**src/rtl/core/dre_pkg.sv**
```systemverilog
// ----------------------------------------------------------------------------
// dre_pkg
// Shared widths, constants and types of the differing-run extractor.
// ----------------------------------------------------------------------------
package dre_pkg;

    localparam int OFS_W        = 24;
    localparam int LEN_W        = 17;
    localparam int BYTE_W       = 8;
    localparam int BUFFER_BYTES = 16777216;

    localparam logic [OFS_W-1:0] BUF_LAST   = OFS_W'(BUFFER_BYTES - 1);
    localparam logic [LEN_W-1:0] WIN_RESET  = LEN_W'(4096);

    localparam int FIFO_DEPTH = 4;
    localparam int PTR_W      = $clog2(FIFO_DEPTH);
    localparam int CNT_W      = $clog2(FIFO_DEPTH + 1);

    typedef struct packed {
        logic [OFS_W-1:0] offset;
        logic [LEN_W-1:0] length;
        logic             last;
    } result_t;

    // words produced by one accepted byte pair
    typedef struct packed {
        logic [1:0] count;
        result_t    first;
        result_t    second;
    } push_t;

endpackage

```
**src/rtl/core/diff_run_extractor_top.sv**
```systemverilog
// ----------------------------------------------------------------------------
// diff_run_extractor_top
// Streams byte pairs of a local and a remote buffer and emits write runs.
//
// Input channel: one word per byte pair (local_byte, remote_byte, final_byte)
// in offset order, taken when in_valid is high and in_stall is low.
// Output channel: run words (run_offset, run_length, last_of_item), taken
// when out_valid is high and out_stall is low. A byte pair gives zero, one
// or two words; last_of_item marks the final word of a byte pair.
// Throughput: one byte pair per cycle while in_stall is low; one word out
// per cycle while out_stall is low. Run state and the queue update in the
// accepting cycle; words wait in a four-entry queue. in_stall rises while
// fewer than two entries are free, so a stalled receiver backs up the input
// once three or more words are queued. cfg_write_en/cfg_write_data write the
// window length; write it only while idle, which the block does not check.
// Reset: offset 0, no open run, empty queue, window length 4096.
// ----------------------------------------------------------------------------
module diff_run_extractor_top
    import dre_pkg::*;
(
    input  logic              clk,
    input  logic              rst_n,
    input  logic              cfg_write_en,
    input  logic [LEN_W-1:0]  cfg_write_data,
    input  logic              in_valid,
    output logic              in_stall,
    input  logic [BYTE_W-1:0] local_byte,
    input  logic [BYTE_W-1:0] remote_byte,
    input  logic              final_byte,
    output logic              out_valid,
    input  logic              out_stall,
    output logic [OFS_W-1:0]  run_offset,
    output logic [LEN_W-1:0]  run_length,
    output logic              last_of_item
);

    logic [LEN_W-1:0] win_len_reg;
    logic             accept;
    logic             room;
    push_t            push;
    result_t          head;

    always_ff @(posedge clk or negedge rst_n)
    begin
        if (!rst_n)
        begin
            win_len_reg <= WIN_RESET;
        end
        else if (cfg_write_en)
        begin
            win_len_reg <= cfg_write_data;
        end
    end

    assign in_stall = !room;
    assign accept   = in_valid && room;

    dre_update u_update (
        .clk         (clk),
        .rst_n       (rst_n),
        .accept      (accept),
        .local_byte  (local_byte),
        .remote_byte (remote_byte),
        .final_byte  (final_byte),
        .window      (win_len_reg),
        .push        (push)
    );

    dre_fifo u_fifo (
        .clk       (clk),
        .rst_n     (rst_n),
        .push      (push),
        .pop       (!out_stall),
        .room      (room),
        .not_empty (out_valid),
        .head      (head)
    );

    assign run_offset   = head.offset;
    assign run_length   = head.length;
    assign last_of_item = head.last;

endmodule

```
**src/rtl/core/dre_update.sv**
```systemverilog
// ----------------------------------------------------------------------------
// dre_update
// Run tracking state and per-byte update; emits up to two run words per byte.
// ----------------------------------------------------------------------------
module dre_update
    import dre_pkg::*;
(
    input  logic              clk,
    input  logic              rst_n,
    input  logic              accept,
    input  logic [BYTE_W-1:0] local_byte,
    input  logic [BYTE_W-1:0] remote_byte,
    input  logic              final_byte,
    input  logic [LEN_W-1:0]  window,
    output push_t             push
);

    logic [OFS_W-1:0] byte_index_reg, byte_index_next;
    logic             run_open_reg, run_open_next;
    logic [OFS_W-1:0] run_begin_reg, run_begin_next;
    logic [OFS_W-1:0] last_mismatch_reg, last_mismatch_next;

    logic [LEN_W-1:0] win;
    logic [OFS_W-1:0] run_age;
    logic             expire;
    logic             differ;
    logic             fin;
    logic             open_mid;
    logic             open_all;
    logic [OFS_W-1:0] span_old;
    logic [OFS_W-1:0] span_new;
    result_t          res_old;
    result_t          res_new;
    logic             emit_new;

    always_comb
    begin
        win      = (window == '0) ? LEN_W'(1) : window;
        run_age  = byte_index_reg - run_begin_reg;
        expire   = run_open_reg && (run_age >= {{(OFS_W-LEN_W){1'b0}}, win});
        differ   = (local_byte != remote_byte);
        fin      = final_byte || (byte_index_reg == BUF_LAST);
        open_mid = run_open_reg && !expire;
        open_all = open_mid || differ;

        run_begin_next     = (differ && !open_mid) ? byte_index_reg : run_begin_reg;
        last_mismatch_next = differ ? byte_index_reg : last_mismatch_reg;
        emit_new           = fin && open_all;
        run_open_next      = open_all && !fin;
        byte_index_next    = fin ? '0 : byte_index_reg + OFS_W'(1);

        span_old       = last_mismatch_reg - run_begin_reg;
        span_new       = last_mismatch_next - run_begin_next;
        res_old.offset = run_begin_reg;
        res_old.length = span_old[LEN_W-1:0] + LEN_W'(1);
        res_old.last   = !emit_new;
        res_new.offset = run_begin_next;
        res_new.length = span_new[LEN_W-1:0] + LEN_W'(1);
        res_new.last   = 1'b1;

        push.count  = accept ? ({1'b0, expire} + {1'b0, emit_new}) : 2'd0;
        push.first  = expire ? res_old : res_new;
        push.second = res_new;
    end

    always_ff @(posedge clk or negedge rst_n)
    begin
        if (!rst_n)
        begin
            byte_index_reg    <= '0;
            run_open_reg      <= 1'b0;
            run_begin_reg     <= '0;
            last_mismatch_reg <= '0;
        end
        else if (accept)
        begin
            byte_index_reg    <= byte_index_next;
            run_open_reg      <= run_open_next;
            run_begin_reg     <= run_begin_next;
            last_mismatch_reg <= last_mismatch_next;
        end
    end

endmodule

```
**src/rtl/core/dre_fifo.sv**
```systemverilog
// ----------------------------------------------------------------------------
// dre_fifo
// Result queue; takes up to two words per cycle, delivers one per cycle while pop is high.
// ----------------------------------------------------------------------------
module dre_fifo
    import dre_pkg::*;
(
    input  logic    clk,
    input  logic    rst_n,
    input  push_t   push,
    input  logic    pop,
    output logic    room,
    output logic    not_empty,
    output result_t head
);

    localparam logic [PTR_W-1:0] PTR_ONE = PTR_W'(1);

    result_t          mem [FIFO_DEPTH];
    logic [PTR_W-1:0] wr_ptr_reg, wr_ptr_next;
    logic [PTR_W-1:0] rd_ptr_reg, rd_ptr_next;
    logic [CNT_W-1:0] count_reg, count_next;
    logic             do_pop;

    always_comb
    begin
        do_pop      = pop && (count_reg != '0);
        wr_ptr_next = wr_ptr_reg + PTR_W'(push.count);
        rd_ptr_next = do_pop ? rd_ptr_reg + PTR_ONE : rd_ptr_reg;
        count_next  = count_reg + CNT_W'(push.count) - CNT_W'(do_pop);
        room        = (count_reg <= CNT_W'(FIFO_DEPTH - 2));
        not_empty   = (count_reg != '0);
        head        = mem[rd_ptr_reg];
    end

    always_ff @(posedge clk)
    begin
        if (push.count != 2'd0)
        begin
            mem[wr_ptr_reg] <= push.first;
        end
        if (push.count == 2'd2)
        begin
            mem[wr_ptr_reg + PTR_ONE] <= push.second;
        end
    end

    always_ff @(posedge clk or negedge rst_n)
    begin
        if (!rst_n)
        begin
            wr_ptr_reg <= '0;
            rd_ptr_reg <= '0;
            count_reg  <= '0;
        end
        else
        begin
            wr_ptr_reg <= wr_ptr_next;
            rd_ptr_reg <= rd_ptr_next;
            count_reg  <= count_next;
        end
    end

endmodule

```
**config.mk**
```make
export PLATFORM = sky130hd
export DESIGN_NAME = diff_run_extractor_top
export DESIGN_NICKNAME = d
export VERILOG_FILES = /design/src/rtl/core/dre_pkg.sv /design/src/rtl/core/diff_run_extractor_top.sv /design/src/rtl/core/dre_update.sv /design/src/rtl/core/dre_fifo.sv
export SDC_FILE = /design/constraint.sdc
export NUM_CORES = 1
export LEC_CHECK = 0
export ABC_AREA = 1
export BUFFER_PORTS_ARGS = -buffer_cell sky130_fd_sc_hd__buf_2
export CORE_MARGIN = 4
export CORE_UTILIZATION = 57
export CTS_CLUSTER_DIAMETER = 100
export DETAILED_ROUTE_END_ITERATION = 10
export PLACE_DENSITY_LB_ADDON = 0.25
export SYNTH_ARGS = -nofsm -noshare
export SYNTH_HDL_FRONTEND = slang
export SYNTH_SLANG_ARGS = --single-unit
```
**constraint.sdc**
```tcl
create_clock -name clk -period 6.7 [get_ports clk]
set_input_delay 1.005 -clock clk [delete_from_list [all_inputs] [get_ports clk]]
set_output_delay 1.005 -clock clk [all_outputs]
set_load 0.01 [all_outputs]
```
* Word level (Yosys, flattened, before mapping) *
Memories as Yosys holds them, arrays and structs flattened.
Cells that the tools add are included.
Widths: inputs -> output; s select.

operators by class
  $add $sub $neg = 12
  magnitude comparators = 2
  eq/ne operators = 3
  muxes and demuxes = 10
  reduce and logical (&&, ||, !) cells = 18

operator list
  operator               count
  $mux 24                3
  $mux 42                1
  $add 17x1->17 const B  2
  $sub 17x17->17         2
  $add 24x1->24 const B  1
  $eq 24x24->1 const B   1
  $ge 24x17->1           1
  $sub 24x24->24         1
  $logic_not 17->1       1
  $mux 17                1
  $ne 8x8->1             1
  $logic_and 1x1->1      7
  $logic_not 1->1        6
  $add 2x1->2 const B    2
  $mux 1                 4
  $add 3x2->3            1
  $le 3x2->1 const B     1
  $reduce_bool 3->1      1
  $sub 3x1->3            1
  $add 1x1->2            1
  $add 2x2->2            1
  $eq 2x2->1 const B     1
  $logic_or 1x1->1       2
  $mux 2                 1
  $reduce_bool 2->1      1

storage, ports and cells
  flip-flop bits (word level) = 97
  RAM bits = 168
  bits of input ports = 39
  output and inout bits = 44
  word-level logic and storage cells = 54
  memories = 1

memories
  name        words  width  read ports  clocked after Yosys merged registers in  wr ports  line            RTL
  u_fifo.mem  4      42     1           0                                        2         dre_fifo.sv:19  result_t mem [FIFO_DEPTH];

* Depth between registers and ports, before layout *
  word-level depth = 13
  mapped depth = 43
  mapped depth without buffers = 41

* Hierarchy *
Synthesis repeated with hierarchy kept, for this count alone.

unflattened totals
  cell total of the unflattened synthesis = 2410
  area, all modules = 17853.4 µm²

by module, submodules not included
  module                  instances  cells an instance  area each (µm²)  sequential area each (µm²)
  dre_fifo                1          1153               9476.6           5220.0
  dre_update              1          1181               7679.9           1651.6
  diff_run_extractor_top  1          76                 696.9            426.7

* Worst setup path before layout *
OpenSTA, ideal clock, no wires.

  kind = register to register
  start point = register u_update.byte_index_reg[0]
  end point = memory u_fifo.mem[0][14] in the netlist's numbering, data pin
  setup time = 0.275 ns
  data arrival time = 5.552 ns
  data required time = 6.425 ns
  slack = 0.873 ns
  cell stages (with the launch flop) = 43
  buffers on the path = 2
  clock period less this slack = 5.827 ns
  path through = dfrtp_1 > inv_1 > ha_1 > inv_1 > fa_1 > nand3_1 > nand3_1 > nand2_1 > nand2_1 > a31oi_1 > xnor2_1 > ha_1 > nand2_1 > inv_1 > nand3_1 > nor3_1 > nand2_1 > a21oi_1 > (+7 left out) > inv_1 > ha_1 > inv_1 > ha_1 > fa_1 > nand3_1 > nand2_1 > nand2_1 > o211ai_1 > nand2_1 > nand2_1 > a21oi_1 > or2_2 > a21oi_1 > xor2_1 > nand2_1 > nand2_1 > o22ai_1

RTL lines
  element                   line              RTL
  start: declaration        dre_update.sv:18  logic [OFS_W-1:0] byte_index_reg, byte_index_next;
  start signal: assignment  dre_update.sv:77  byte_index_reg <= byte_index_next;
  end: declaration          dre_fifo.sv:19

==> metrics.csv <==
metric;value;unit
clk buf depth;3;
clk sinks;258;
Initial Util;58.5;%
Post-layout nets;2152;
Crit Path Max Fanout;19;
VDD IR max;0.400;mV
die area;0.0317;mm2
Largest register FFs;168;
Max-slew headroom;40.6;%
Syn Inst Count;1937;
First DRT Iteration DRCs;1504;
drt drc;0;
number of buffer and inverter stages on the critical path;8;
Detail Placement HPWL;32300;um
vias in the first global route;13806;
Vias;14491;
Fill cells;2307;
Via density;6.03;
Commonest cells post-synth;nand2_1, inv_1, o22ai_1;
Mean Syn Cell Area;8.50;um2
Top FF cell, synth;edfxtp_1;
H-Tree Depth;1;
Final Cycle Share;94.3;%
Max Cap Viol;0;
Sum Neg Setup Slack;0;ns
GPL Wtd Cong;0.944;
Final min period;6.32;ns
top-count cell post-synth;nand2_1;
Slew Viols, Final;0;
Placed Instance Area;0.0172;mm2
Synth area leaders;edfxtp_1, dfrtp_1, nand2_1;
Final setup viols;0;
Post-synth ARST share;34.9;%
largest net degree at the start of global routing;67;
placed insts;2341;
cell family with most CP delay;adder cells;
antenna diode count;0;
initial antenna violation count;0;
Post-Syn Area;0.0165;mm2
cts bufs inserted;29;
port bufs;82;
crit end category;register;
number of flops mapped to enable cells by yosys;164;
clock-pin slew on the worst setup and hold paths;0.06;ns
Tightest Hold Check Type;in2async;
synthesis warning total;0;
CTS tree;done;
syn nets;2088;
run status;finished, final reports clean;
Initial DRT Pass Iterations;6;
Setup crit start kind;register;
Skew-Pair Late Insertion Delay;0.57;ns
post-route ant nets;0;
Area growth syn-to-layout;11.3;%
number of I/O pins;83;
Slowest cell on crit path;dfrtp_1;
GR Overflow Total;0;
Req. time, crit path;6.99;ns
power per cell area;540;mW/mm2
first-pass GRT wire length;73000;um
WL final;46800;um
Least-Margin Pin Slew;0.891;ns
sequential area share after synthesis;44.1;%
crit-path max cell delay;0.43;ns
CTS root buf;clkbuf_16;
number of synthesized register bits;258;
GRT Resource Usage Total;29.1;%
chip height;178;um
f_max;0.158;GHz
fin area;0.0183;mm2
top-area cell type share of the netlist area;29.9;%
CP arrival;6.61;ns
Final Hold Fails;0;
CP dominant cell by count;nand2_1;
Wirelength per Cell;19.5;um
Leak Pwr;0.00790;uW
row count;61;
kind of critical path;reg2reg;
Die Wd;178;um
clk_skew;0.0306;ns
Overall Power;9890;uW
area leader, netlist;edfxtp_1;
synth unique cells;54;
layout cells sized above 1;13.1;%
fin cells;2402;
core area;0.0282;mm2
==> report_power, final <==
group          switching [uW]  internal [uW]
combinational            4110           2070
sequential                139           1990
clock                     636            942
total                    4880           5010
==> stage by stage <==
stage	hold slack [ns]	worst slack, ns	util (%)
after floorplan	0.450	0.873	-
after global placement	0.480	0.208	61.2
after detailed placement	0.489	0.0832	61.2
after CTS	0.375	0.0611	64.6
after global routing	0.380	-0.0235	65.1
final	0.369	0.384	65.1
==> routing by layer <==
metal | track usage, % | vias to the layer above | wire (um)
met4 | 8.15 | 0 | 1080
met5 | 0 | - | 0
met1 | 39.6 | 6772 | 18600
met2 | 48.1 | 754 | 22100
met3 | 5.07 | 96 | 4980
li1 | - | 6869 | -
==> cell type report <==
| type | instances | area [um2] | area share, % |
|---|---|---|---|
| multi-input combinational | 1369 | 8070 | 44.0 |
| clock buffer | 44 | 802 | 4.38 |
| clock inverter | 10 | 140 | 0.765 |
| tap | 378 | 473 | 2.58 |
| timing repair buffer | 120 | 743 | 4.06 |
| inverter | 223 | 837 | 4.57 |
| sequential | 258 | 7260 | 39.6 |
==> logic make-up after synthesis <==
logic type	count (synthesis)	share of synthesized area, %
adders and majority gates	112	8.70
muxes	1	0.0684
xor gates and xnor gates	56	2.98
DFF	258	44.1
buffers and inverters	310	7.41
and+or+nand+nor	654	16.7
AOI/OAI and AO/OA	546	20.1
==> what timing repair did <==
item | CTS | global route
setup buffers | 0 | 7
hold buffers | 0 | 0
setup endpoints to repair | 0 | 36
gates resized for setup | 0 | 16
==> placed cells by master (no fill, tap or decap), types with 6 or more instances in the layout <==
cell and count:
xnor2_1 13, edfxtp_1 164, clkbuf_16 29, xor2_1 41, dfrtp_1 88, o21ai_0 187, o21ai_1 8, nand2_1 374
buf_2 81, buf_4 35, a21oi_1 78, nor2_2 6, inv_2 9, nand3_1 44, o22ai_1 194, o21ai_4 11
a31oi_1 10, nor2_1 158, nor3_1 22, nand4_1 10, nand2_2 13, o21ai_2 29, inv_1 213, clkbuf_1 13
ha_1 108
==> worst paths after layout <==
| check | start | end | slack, ns | cells after the start |
|---|---|---|---|---|
| worst min-delay path | rst_n | u_update.byte_index_reg[20]$_DFFE_PN0P_ | 0.37 | 1 |
| min in group clk | u_fifo.mem[1][0]$_SDFFE_PP1P_ | u_fifo.mem[1][0]$_SDFFE_PP1P_ | 0.50 | 2 |
| worst max register to register | u_update.byte_index_reg[0]$_DFFE_PN0P_ | u_fifo.mem[0][14]$_DFFE_PP_ | 0.38 | 39 |
| worst max-delay path | u_update.byte_index_reg[0]$_DFFE_PN0P_ | u_fifo.mem[0][14]$_DFFE_PP_ | 0.38 | 39 |
| worst min register to register | u_fifo.mem[1][0]$_SDFFE_PP1P_ | u_fifo.mem[1][0]$_SDFFE_PP1P_ | 0.50 | 2 |
| max in group asynchronous | rst_n | u_fifo.rd_ptr_reg[0]$_DFFE_PN0P_ | 5.16 | 2 |
Note: power is estimated with default switching activity, not from simulation.
